### src/rtl/dqmm_pkg.sv
// Shared types and codes for the deque with running maximum and middle element.
// No dependencies; every other file of the block imports this package.
package dqmm_pkg;

   // Fixed field widths of the two channels
   localparam int OP_W     = 3;
   localparam int VALUE_W  = 32;
   localparam int STATUS_W = 2;
   localparam int COUNT_W  = 7;

   // Operation codes; unused codes behave as a query
   typedef enum logic [OP_W-1:0] {
      OP_PUSH_FRONT = 3'd0,
      OP_PUSH_BACK  = 3'd1,
      OP_POP_FRONT  = 3'd2,
      OP_POP_BACK   = 3'd3,
      OP_QUERY      = 3'd4
   } op_type;

   // Result status codes
   typedef enum logic [STATUS_W-1:0] {
      STATUS_OK    = 2'd0,
      STATUS_FULL  = 2'd1,
      STATUS_EMPTY = 2'd2
   } status_type;

   // Sequencer states
   typedef enum logic [2:0] {
      ST_IDLE,
      ST_EXEC,
      ST_POP,
      ST_START,
      ST_SCAN,
      ST_RESP
   } state_type;

endpackage

### src/rtl/dqmm_ifs.sv
// Valid/ready channel interfaces for the request and response transactions.
// Depends on dqmm_pkg for the field widths.
interface dqmm_req_if;
   import dqmm_pkg::*;

   logic                       valid;
   logic                       ready;
   logic [OP_W-1:0]            op;
   logic signed [VALUE_W-1:0]  value;

   modport source (output valid, output op, output value, input ready);
   modport sink   (input valid, input op, input value, output ready);
endinterface

interface dqmm_rsp_if;
   import dqmm_pkg::*;

   logic                       valid;
   logic                       ready;
   logic [STATUS_W-1:0]        status;
   logic signed [VALUE_W-1:0]  popped_value;
   logic [COUNT_W-1:0]         item_count;
   logic signed [VALUE_W-1:0]  middle_value;
   logic signed [VALUE_W-1:0]  max_value;
   logic                       is_empty;

   modport source (output valid, output status, output popped_value, output item_count,
                   output middle_value, output max_value, output is_empty, input ready);
   modport sink   (input valid, input status, input popped_value, input item_count,
                   input middle_value, input max_value, input is_empty, output ready);
endinterface

### src/rtl/deque_with_max_and_middle.sv
// Bounded double-ended queue in a ring memory, reporting max and middle element.
// Depends on dqmm_pkg and the channel interfaces in dqmm_ifs.sv.
//
// Usage:
//   req_ch carries one transaction per operation: op (push front/back, pop
//   front/back, query) and value. rsp_ch returns exactly one transaction per
//   request: status, popped value, count, middle element, maximum, empty flag.
//   req_ch.ready is high only while the block is idle; one request is worked
//   on at a time.
// Sequence: a sequencer reads the held elements one per cycle through the
//   single memory read port and a shared signed comparator. After acceptance
//   a request passes through an execute state, a pop state for a successful
//   pop (which needs one extra memory read), a start state and a scan over
//   the elements held after the operation before rsp_ch.valid rises.
// Back to back: a new request is not taken until the response is accepted;
//   the next request is taken in the cycle after the response.
// Stall: while rsp_ch.ready is low the response holds steady and no request
//   is taken.
// Reset: synchronous, active high; empties the queue at once (no memory
//   clearing pass is needed, only held entries are ever read).
module deque_with_max_and_middle #(
   parameter int DEPTH      = 64,
   parameter int DATA_WIDTH = 32
) (
   input  logic       clock,
   input  logic       reset,
   dqmm_req_if.sink   req_ch,
   dqmm_rsp_if.source rsp_ch
);
   import dqmm_pkg::*;

   localparam int AW = $clog2(DEPTH);
   localparam int CW = $clog2(DEPTH + 1);
   localparam logic [CW:0]   DEPTH_S = (CW+1)'(DEPTH);
   localparam logic [CW-1:0] DEPTH_C = CW'(DEPTH);
   localparam logic [AW-1:0] LAST_A  = AW'(DEPTH - 1);

   typedef logic signed [DATA_WIDTH-1:0] data_type;

   // Sign-extend a stored element and keep the low bits of the result field
   function automatic logic [VALUE_W-1:0] to_field(input data_type d);
      logic signed [63:0] w;
      w = 64'(d);
      return w[VALUE_W-1:0];
   endfunction

   // Ring memory
   data_type mem [DEPTH];
   data_type rd_data_ff;
   logic [AW-1:0] rd_addr;
   logic [AW-1:0] wr_addr;
   logic          wr_en;

   // Control and datapath registers
   state_type       state_ff, state_in;
   logic [OP_W-1:0] op_ff, op_in;
   data_type        value_ff, value_in;
   logic [AW-1:0]   front_ff, front_in;
   logic [CW-1:0]   count_ff, count_in;
   status_type      status_ff, status_in;
   logic [VALUE_W-1:0] popped_ff, popped_in;
   data_type        max_ff, max_in;
   data_type        mid_ff, mid_in;
   logic [AW-1:0]   ptr_ff, ptr_in;
   logic [CW-1:0]   issue_ff, issue_in;
   logic            pend_ff, pend_in;
   logic [CW-1:0]   pend_idx_ff, pend_idx_in;

   // Ring positions derived from front and count
   logic [CW:0]   back_sum, last_sum;
   logic [AW-1:0] back_pos, last_pos, front_dec, front_inc, ptr_inc;
   logic          is_push, is_pop, is_full, is_empty_q, scan_more, scan_done;
   logic          max_take;
   logic signed [63:0] value_ext;

   always_comb begin
      back_sum  = (CW+1)'(front_ff) + (CW+1)'(count_ff);
      last_sum  = back_sum - (CW+1)'(1);
      back_pos  = (back_sum >= DEPTH_S) ? AW'(back_sum - DEPTH_S) : AW'(back_sum);
      last_pos  = (last_sum >= DEPTH_S) ? AW'(last_sum - DEPTH_S) : AW'(last_sum);
      front_dec = (front_ff == '0) ? LAST_A : front_ff - AW'(1);
      front_inc = (front_ff == LAST_A) ? '0 : front_ff + AW'(1);
      ptr_inc   = (ptr_ff == LAST_A) ? '0 : ptr_ff + AW'(1);
      is_push   = (op_ff == OP_PUSH_FRONT) || (op_ff == OP_PUSH_BACK);
      is_pop    = (op_ff == OP_POP_FRONT) || (op_ff == OP_POP_BACK);
      is_full   = (count_ff >= DEPTH_C);
      is_empty_q = (count_ff == '0);
      scan_more = (issue_ff < count_ff);
      scan_done = !scan_more && !pend_ff;
      max_take  = (pend_idx_ff == '0) || (rd_data_ff > max_ff);
      value_ext = 64'(req_ch.value);
   end

   // Next state
   always_comb begin
      state_in = state_ff;
      case (state_ff)
         ST_IDLE: begin
            if (req_ch.valid) state_in = ST_EXEC;
         end
         ST_EXEC: begin
            if (is_pop && !is_empty_q) state_in = ST_POP;
            else                       state_in = ST_START;
         end
         ST_POP:   state_in = ST_START;
         ST_START: state_in = ST_SCAN;
         ST_SCAN: begin
            if (scan_done) state_in = ST_RESP;
         end
         ST_RESP: begin
            if (rsp_ch.ready) state_in = ST_IDLE;
         end
         default:  state_in = ST_IDLE;
      endcase
   end

   // Datapath next values
   always_comb begin
      op_in       = op_ff;
      value_in    = value_ff;
      front_in    = front_ff;
      count_in    = count_ff;
      status_in   = status_ff;
      popped_in   = popped_ff;
      max_in      = max_ff;
      mid_in      = mid_ff;
      ptr_in      = ptr_ff;
      issue_in    = issue_ff;
      pend_in     = 1'b0;
      pend_idx_in = pend_idx_ff;
      case (state_ff)
         ST_IDLE: begin
            op_in     = req_ch.op;
            value_in  = value_ext[DATA_WIDTH-1:0];
            status_in = STATUS_OK;
            popped_in = '0;
         end
         ST_EXEC: begin
            if (is_push) begin
               if (is_full) begin
                  status_in = STATUS_FULL;
               end else begin
                  count_in = count_ff + CW'(1);
                  if (op_ff == OP_PUSH_FRONT) front_in = front_dec;
               end
            end else if (is_pop && is_empty_q) begin
               status_in = STATUS_EMPTY;
            end
         end
         ST_POP: begin
            popped_in = to_field(rd_data_ff);
            count_in  = count_ff - CW'(1);
            if (op_ff == OP_POP_FRONT) front_in = front_inc;
         end
         ST_START: begin
            ptr_in   = front_ff;
            issue_in = '0;
            max_in   = '0;
            mid_in   = '0;
         end
         ST_SCAN: begin
            // Issue one read per cycle, fold in the element read last cycle
            if (scan_more) begin
               ptr_in      = ptr_inc;
               issue_in    = issue_ff + CW'(1);
               pend_in     = 1'b1;
               pend_idx_in = issue_ff;
            end
            if (pend_ff) begin
               if (max_take) max_in = rd_data_ff;
               if (pend_idx_ff == (count_ff >> 1)) mid_in = rd_data_ff;
            end
         end
         ST_RESP: ;
         default: ;
      endcase
   end

   // Handshake and memory port controls
   always_comb begin
      req_ch.ready = (state_ff == ST_IDLE);
      rsp_ch.valid = (state_ff == ST_RESP);
      wr_en   = (state_ff == ST_EXEC) && is_push && !is_full;
      wr_addr = (op_ff == OP_PUSH_FRONT) ? front_dec : back_pos;
      case (state_ff)
         ST_EXEC: rd_addr = (op_ff == OP_POP_FRONT) ? front_ff : last_pos;
         default: rd_addr = ptr_ff;
      endcase
   end

   // Response fields
   assign rsp_ch.status       = status_ff;
   assign rsp_ch.popped_value = popped_ff;
   assign rsp_ch.item_count   = COUNT_W'(count_ff);
   assign rsp_ch.middle_value = to_field(mid_ff);
   assign rsp_ch.max_value    = to_field(max_ff);
   assign rsp_ch.is_empty     = is_empty_q;

   // Memory: one write, one registered read per cycle
   always_ff @(posedge clock) begin
      if (wr_en) mem[wr_addr] <= value_ff;
      rd_data_ff <= mem[rd_addr];
   end

   // Control registers
   always_ff @(posedge clock) begin
      if (reset) begin
         state_ff <= ST_IDLE;
         front_ff <= '0;
         count_ff <= '0;
         pend_ff  <= 1'b0;
      end else begin
         state_ff <= state_in;
         front_ff <= front_in;
         count_ff <= count_in;
         pend_ff  <= pend_in;
      end
   end

   // Payload registers
   always_ff @(posedge clock) begin
      op_ff       <= op_in;
      value_ff    <= value_in;
      status_ff   <= status_in;
      popped_ff   <= popped_in;
      max_ff      <= max_in;
      mid_ff      <= mid_in;
      ptr_ff      <= ptr_in;
      issue_ff    <= issue_in;
      pend_idx_ff <= pend_idx_in;
   end

`ifndef ASSERT_OFF
   a_count_bound: assert property (@(posedge clock) disable iff (reset)
      count_ff <= DEPTH_C)
      else $error("held count exceeds depth");

   a_no_overlap: assert property (@(posedge clock) disable iff (reset)
      !(req_ch.ready && rsp_ch.valid))
      else $error("request taken while a response is pending");

   a_empty_zero: assert property (@(posedge clock) disable iff (reset)
      rsp_ch.valid && rsp_ch.is_empty |->
         rsp_ch.max_value == '0 && rsp_ch.middle_value == '0)
      else $error("empty queue reports nonzero max or middle");

   a_scan_ends: assert property (@(posedge clock) disable iff (reset)
      state_ff == ST_SCAN && scan_done |=> state_ff == ST_RESP && !pend_ff)
      else $error("scan did not hand over to response");
`endif

endmodule
### src/flat_wrapper.sv
// flat-port wrapper written by rule: the top's interface ports become plain ports
module deque_with_max_and_middle_flat import dqmm_pkg::*;
#(
   parameter int DEPTH      = 64,
   parameter int DATA_WIDTH = 32
)
  (clock, reset, req_ch_valid, req_ch_op, req_ch_value, req_ch_ready, rsp_ch_valid, rsp_ch_status, rsp_ch_popped_value, rsp_ch_item_count, rsp_ch_middle_value, rsp_ch_max_value, rsp_ch_is_empty, rsp_ch_ready);
  dqmm_req_if req_ch_i ();
  dqmm_rsp_if rsp_ch_i ();
  input  logic clock;
  input  logic reset;
  input wire logic [$bits(req_ch_i.valid)-1:0] req_ch_valid;
  input wire logic [$bits(req_ch_i.op)-1:0] req_ch_op;
  input wire logic [$bits(req_ch_i.value)-1:0] req_ch_value;
  output wire logic [$bits(req_ch_i.ready)-1:0] req_ch_ready;
  output wire logic [$bits(rsp_ch_i.valid)-1:0] rsp_ch_valid;
  output wire logic [$bits(rsp_ch_i.status)-1:0] rsp_ch_status;
  output wire logic [$bits(rsp_ch_i.popped_value)-1:0] rsp_ch_popped_value;
  output wire logic [$bits(rsp_ch_i.item_count)-1:0] rsp_ch_item_count;
  output wire logic [$bits(rsp_ch_i.middle_value)-1:0] rsp_ch_middle_value;
  output wire logic [$bits(rsp_ch_i.max_value)-1:0] rsp_ch_max_value;
  output wire logic [$bits(rsp_ch_i.is_empty)-1:0] rsp_ch_is_empty;
  input wire logic [$bits(rsp_ch_i.ready)-1:0] rsp_ch_ready;
  assign req_ch_i.valid = req_ch_valid;
  assign req_ch_i.op = req_ch_op;
  assign req_ch_i.value = req_ch_value;
  assign req_ch_ready = req_ch_i.ready;
  assign rsp_ch_valid = rsp_ch_i.valid;
  assign rsp_ch_status = rsp_ch_i.status;
  assign rsp_ch_popped_value = rsp_ch_i.popped_value;
  assign rsp_ch_item_count = rsp_ch_i.item_count;
  assign rsp_ch_middle_value = rsp_ch_i.middle_value;
  assign rsp_ch_max_value = rsp_ch_i.max_value;
  assign rsp_ch_is_empty = rsp_ch_i.is_empty;
  assign rsp_ch_i.ready = rsp_ch_ready;
  deque_with_max_and_middle #(.DEPTH(DEPTH), .DATA_WIDTH(DATA_WIDTH)) u_core (.clock(clock), .reset(reset), .req_ch(req_ch_i), .rsp_ch(rsp_ch_i));
endmodule
### config.mk
export PLATFORM = sky130hd
export DESIGN_NAME = deque_with_max_and_middle_flat
export DESIGN_NICKNAME = d
export VERILOG_FILES = /design/src/rtl/dqmm_pkg.sv /design/src/rtl/dqmm_ifs.sv /design/src/rtl/deque_with_max_and_middle.sv /design/src/flat_wrapper.sv
export SDC_FILE = /design/constraint.sdc
export NUM_CORES = 2
export LEC_CHECK = 0
export CAP_MARGIN = 20
export CORE_MARGIN = 2
export CORE_UTILIZATION = 45
export CTS_CLUSTER_SIZE = 20
export DETAILED_ROUTE_END_ITERATION = 8
export DONT_BUFFER_PORTS = 1
export PLACE_DENSITY = 0.59
export RECOVER_POWER = 50
export SLEW_MARGIN = 20
export SYNTH_ARGS = -nofsm -noshare
export SYNTH_HDL_FRONTEND = slang
export SYNTH_SLANG_ARGS = --single-unit
export TNS_END_PERCENT = 100
### constraint.sdc
create_clock -name clock -period 5.7 [get_ports clock]
set_clock_uncertainty 0.1 [all_clocks]
set_input_delay 1.14 -clock clock [delete_from_list [all_inputs] [get_ports clock]]
set_output_delay 1.14 -clock clock [all_outputs]
set_load 0.05 [all_outputs]
Yosys cells after proc, flatten, opt, wreduce, memory -nomap -nowiden
Memories as Yosys holds them, arrays and structs flattened. A register that Yosys moved wholly into a read port is not among the register bits.
Cells that the tools add are included.
- shift-type cells: 0
- order comparisons: 5
- add/subtract/negate cells: 10
- multipliers: 0
- equality and inequality tests: 24
- bitwise operators: 1
- divide/modulo/power cells: 0
- mux-type cells: 39
- reduce and logical (&&, ||, !) cells: 30
- operators by type and width (kind ; number):
    $pmux 32 s2 ; 3
    $mux 32 ; 4
    $mux 6 ; 13
    $gt 32x32->1 ; 1
    $pmux 7 s2 ; 2
    $pmux 6 s2 ; 2
    $mux 7 ; 3
    $ne 2x1->1 const B ; 9
    $pmux 3 s6 ; 1
    $sub 6x1->6 const B ; 3
    $ge 8x7->1 const B ; 2
    $reduce_and 3->1 ; 5
    $add 7x1->7 const B ; 2
    $logic_not 7->1 ; 2
    $add 6x1->6 const B ; 2
    $eq 3x2->1 const B ; 4
    $eq 6x6->1 const B ; 2
    $mux 3 ; 3
    $add 6x7->8 ; 1
    $reduce_bool 2->1 ; 4
    $sub 8x1->8 const B ; 1
    $eq 7x6->1 ; 1
    $ge 7x7->1 const B ; 1
    $lt 7x7->1 ; 1
    18 further kinds ; 37
- memory bits (writable): 2048
- ROM bits: 0
- latch bits: 0
- memories: 1
- output and inout bits: 108
- flip-flop bits (word level): 170
- bits of input ports: 39
- logic and storage cells: 123
- memories (name ; words ; bits a word ; rd ports ; clocked after memory_dff ; write ports ; line ; text):
    u_core.mem ; 64 ; 32 ; 1 ; 1 ; 1 ; deque_with_max_and_middle.sv:48 ; data_type mem [DEPTH];

Depth between registers and ports, before layout
- word-level depth: 6
- gate-level depth with buffers: 17

Least setup slack after synthesis
Ideal clock, no wire load.
- path kind: register to output
- from: register u_core.state_ff[1]
- to: output port req_ch_ready
- arrival time: 4197 ps
- slack: 263 ps
- buffers on the path: 3
- cell stages (with the launch flop): 5
- cells stage by stage: dfxtp_1 > clkbuf_2 > clkbuf_1 > clkbuf_1 > nor3_1
- longest elaborated chain between the ends: 1
- ends and longest elaborated chain (what ; line ; text):
    start, declared ; deque_with_max_and_middle.sv:55 ; state_type state_ff, state_in;
    start signal, assigned ; deque_with_max_and_middle.sv:213 ; state_ff <= state_in;
    $logic_not 3->1 ; deque_with_max_and_middle.sv:181 ; req_ch.ready = (state_ff == ST_IDLE);
    end, declared ; flat_wrapper.sv:15 ; output wire logic [$bits(req_ch_i.ready)-1:0] req_ch_ready;
No other way between the ends.

Worst setup path after layout
- from: register u_core.front_ff[0]
- to: register u_core.rd_data_ff[10], read port of u_core.mem
- longest elaborated chain between the ends: 6
- ends and longest elaborated chain (what ; line ; text):
    start, declared ; deque_with_max_and_middle.sv:58 ; logic [AW-1:0] front_ff, front_in;
    start signal, assigned ; deque_with_max_and_middle.sv:214 ; front_ff <= front_in;
    $add 6x7->8 ; deque_with_max_and_middle.sv:77 ; back_sum = (CW+1)'(front_ff) + (CW+1)'(count_ff);
    $sub 8x1->8 ; deque_with_max_and_middle.sv:78 ; last_sum = back_sum - (CW+1)'(1);
    $ge 8x7->1 / $sub 6x1->6 (equally long branches) ; deque_with_max_and_middle.sv:80 ; last_pos = (last_sum >= DEPTH_S) ? AW'(last_sum - DEPTH_S) : AW'(last_sum);
    $mux 6 ; deque_with_max_and_middle.sv:80 ;
    $mux 6 (*) ; deque_with_max_and_middle.sv:186 ; ST_EXEC: rd_addr = (op_ff == OP_POP_FRONT) ? front_ff : last_pos;
    $mux 6 (*) ; deque_with_max_and_middle.sv:185 ; case (state_ff)
    end, declared ; deque_with_max_and_middle.sv:49 ; data_type rd_data_ff;
Mark *: on every way between the ends. The rest lies on a longest branch, timed or not.
A chain may end at the register's enable or synchronous reset.

==> results.md <==
- Relative slew slack: -1.739
- Post-Route WL: around 260000 um
- CTS tree: yes
- Multi-input gate area: approximately 20000 sq um
- First-pass GRT wire length: 372500 um
- Residual DRC count: 0
- Gr ovfl total: 0
- Full die area: 200500 sq um
- Antenna Violating Nets Remaining: 0
- Failing checks: capacitance limit, slew limit
- Post-CTS Setup Repair Bufs: 0
- Final #Nets: 6000
- # hold bufs at CTS: 0
- Number of DRC markers in iteration 0: 6915
- Layout area overhead: 13.29%
- R2R Path Start: u_core.front_ff[0]$_SDFFE_PP0P_
- Placed cell count: 8304
- Final Cell Area: 100400 sq um
- EDFF count, synth: roughly 2200
- CTS sink count: 2250
- Reg-to-reg setup timing slack: 0.64 ns
- Initial antenna violation count: 15
- GPL Wtd Cong: between 0.8 and 0.9
- Synth top area share: 0.7456
- Worst slew pin tran: 4.109 ns
- Crit path max fanout: 27
- Worst hold endpoint: u_core.pend_ff$_SDFF_PP0_
- Post-DP HPWL: between 100000 and 150000 um
- Area leader, netlist: edfxtp_1
- Fillers: 16120
- HP Class: input pin to flop
- CP required: 6.36 ns
- Top FF cell, synth: edfxtp_1
- Setup TNS: 0 ns
- Num CTS Buffers: 223
- Crit Path Class: flop to flop
- CTS max path bufs: 3
- Cell Area, Synth: approximately 89000 sq um
- DIE HEIGHT: around 450 um
- Peak supply drop: between 0.3 and 0.4 mV
- Port buffer count: 0
- Final Hold Viols: 0
- Depth of the most critical reg-to-reg path: 14
- Hold Crit Depth: 1
- Worst-Skew Late Latency: 0.88 ns
- Final Max Slew Viols: 2290
- Critical Path AT: approximately 5.7 ns
- Final worst-path cycle share: 0.8872
- Syn. warnings: 0
- Final std cells w/o fill: 8720
- Reg2reg end: u_core.rd_data_ff[10]$_DFF_P_
- CORE AREA: around 200000 sq um
- Unrepaired setup endpoints after global routing: no
- Minimum clock period: roughly 5.1 ns
- Register bit total from synthesis: roughly 2300
- Via Count: 53080
- Avg WL per Cell: 30.21 um
- Synth async-reset ratio: 0
- I/O Pins: 147
- Layout cells sized above 1: 0.1197
- Nature of the critical path startpoint: flop
- Most common cell after layout, fill and taps aside: edfxtp_1
- Power Density: ~470 nW/um^2
- Worst-path clk slew: 0.06 ns
- Hold_sp: reset
- Mapped Cells: roughly 5800
- Placed Area: 93490 sq um
- Initial core utilization: 0.4536
- Vias in the first global route: 50230
- H-tree depth: 4
- Syn Nets: 5874
- Router iterations before antenna repair: 6
- Register area share after synthesis: 0.7567
- Vias per cell: 6.087
- Storage element area: 67070 sq um
- Leakage Power: 0.03321 uW
- Netlist cell types: between 70 and 80
- Final setup fails: 0
- CP Capture Type: flop
- Placement row count: around 160
- Commonest non-fill, non-tap cells in the layout: edfxtp_1, nand2_1, mux2i_1
- Synthesized area per cell: 15.34 sq um
- Max cap viols: 37
- All-Layer GR Usage: 0.2594
- Chip width: 447.8 um
- Post-CTS Resized: 0
- Root buffer cell: clkbuf_16
- Outcome: finished with violations
- FMAX: 197.7 MHz
- Leading post-synthesis cells by cell area: edfxtp_1, nand2_1, mux2i_1
- Maximum number of pins on one net before global-route repair: 82
==> kinds of logic after synthesis <==
family          share of synthesized area
compound gates                    0.07982
xor+xnor                         0.002569
fa+ha+maj                        0.008074
buf+inv                           0.02376
flops                              0.7567
mux                               0.04062
simple gates                      0.08844
==> power breakdown <==
part | internal (uW) | total [uW] | switching [uW]
registers | 19500 | 20300 | 793
clock network | 8100 | 14300 | 6210
logic | 3630 | 12300 | 8640
==> area by class of cell <==
cell class / instances / share of cell area
Timing Repair Buffer: 290 / 0.02678
Antenna cell: 6 / 0.0001495
Multi-Input combinational cell: 3091 / 0.2002
Tap cell: 2624 / 0.03269
Sequential cell: 2250 / 0.6679
Clock buffer: 288 / 0.05964
Clock inverter: 122 / 0.01081
Inverter: 49 / 0.001832
==> cell usage after synthesis (17+ instances only) <==
library cell / number
xnor2_1: 17
mux2_2: 26
dfxtp_1: 49
a211oi_1: 55
a21oi_1: 46
a31oi_1: 39
a32oi_1: 27
mux2i_1: 293
or3_1: 62
buf_2: 134
nor2_1: 130
inv_1: 48
ha_1: 54
o32ai_1: 26
a2111oi_0: 26
clkbuf_1: 178
nand3_1: 190
a21o_1: 23
nor3_1: 23
a221o_1: 27
nand4_1: 29
buf_4: 44
and3_1: 112
o21ai_0: 30
edfxtp_1: 2201
nor3_2: 28
nand2_1: 1059
o22ai_1: 254
and2_1: 39
a311oi_1: 275
nor4b_1: 28
buf_6: 17
o31ai_1: 54
==> how the worst max path moves through the flow <==
stage | to | start
CTS | u_core.rd_data_ff[10]$_DFF_P_ | u_core.front_ff[0]$_SDFFE_PP0P_
floorplan | req_ch_ready | u_core.state_ff[1]$_SDFFE_PP0P_
detailed placement | u_core.rd_data_ff[10]$_DFF_P_ | u_core.front_ff[0]$_SDFFE_PP0P_
finish | u_core.rd_data_ff[10]$_DFF_P_ | u_core.front_ff[0]$_SDFFE_PP0P_
global placement | u_core.rd_data_ff[24]$_DFF_P_ | u_core.front_ff[0]$_SDFFE_PP0P_
global route | u_core.rd_data_ff[16]$_DFF_P_ | u_core.front_ff[0]$_SDFFE_PP0P_
==> metal layers <==
| metal | global-route usage | part of all wire | up-vias |
|---|---|---|---|
| met5 | 0 | 0.000084 | - |
| met4 | 0.09059 | 0.040 | 4 |
| met3 | 0.05198 | 0.095 | 417 |
| met2 | 0.4020 | 0.46 | 2641 |
| met1 | 0.3657 | 0.41 | 27120 |
| li1 | - | - | 22900 |
==> state kept, by name, indices dropped and copies added (netlist names) <==
name	flops
u_core.pend_idx_ff	7
u_core.rsp_ch.item_count	7
u_core.state_ff	3
u_core.op_ff	3
u_core.value_ff	32
u_core.rd_data_ff	32
u_core.rsp_ch.popped_value	32
u_core.rsp_ch.status	2
u_core.rsp_ch.max_value	32
u_core.ptr_ff	6
u_core.issue_ff	7
u_core.front_ff	6
u_core.rsp_ch.middle_value	32
u_core.pend_ff	1
u_core.mem	2048
==> per-stage QoR <==
| step | util | setup slack [ns] | total power [uW] | hold WS [ns] |
|---|---|---|---|---|
| 6_report | 0.5139 | 0.6429 | 46860 | 0.2344 |
| 5_1_grt | 0.5139 | 0.4366 | 48330 | 0.2015 |
| 4_1_cts | 0.5147 | 0.7192 | 46790 | 0.1829 |
| 3_5_place_dp | 0.4785 | 0.7391 | 32630 | 0.4274 |
| 3_3_place_gp | 0.4783 | 0.5487 | 32530 | 0.4253 |
| 2_1_floorplan | - | 0.2630 | 27110 | 0.3739 |
==> worst max-delay path, cell delays in order, from the launching register on <==
cell and delay [ns]:
dfxtp_1 0.52, ha_1 0.25, inv_1 0.06, fa_1 0.50, ha_1 0.33, a211oi_1 0.49
o211ai_1 0.30, buf_12 0.24, buf_4 0.25, buf_4 0.25, o22ai_1 0.17, a311oi_1 0.07
o31ai_1 0.78, a221o_1 0.54, nor3_2 0.06
Power figures use the tool's default switching activity.
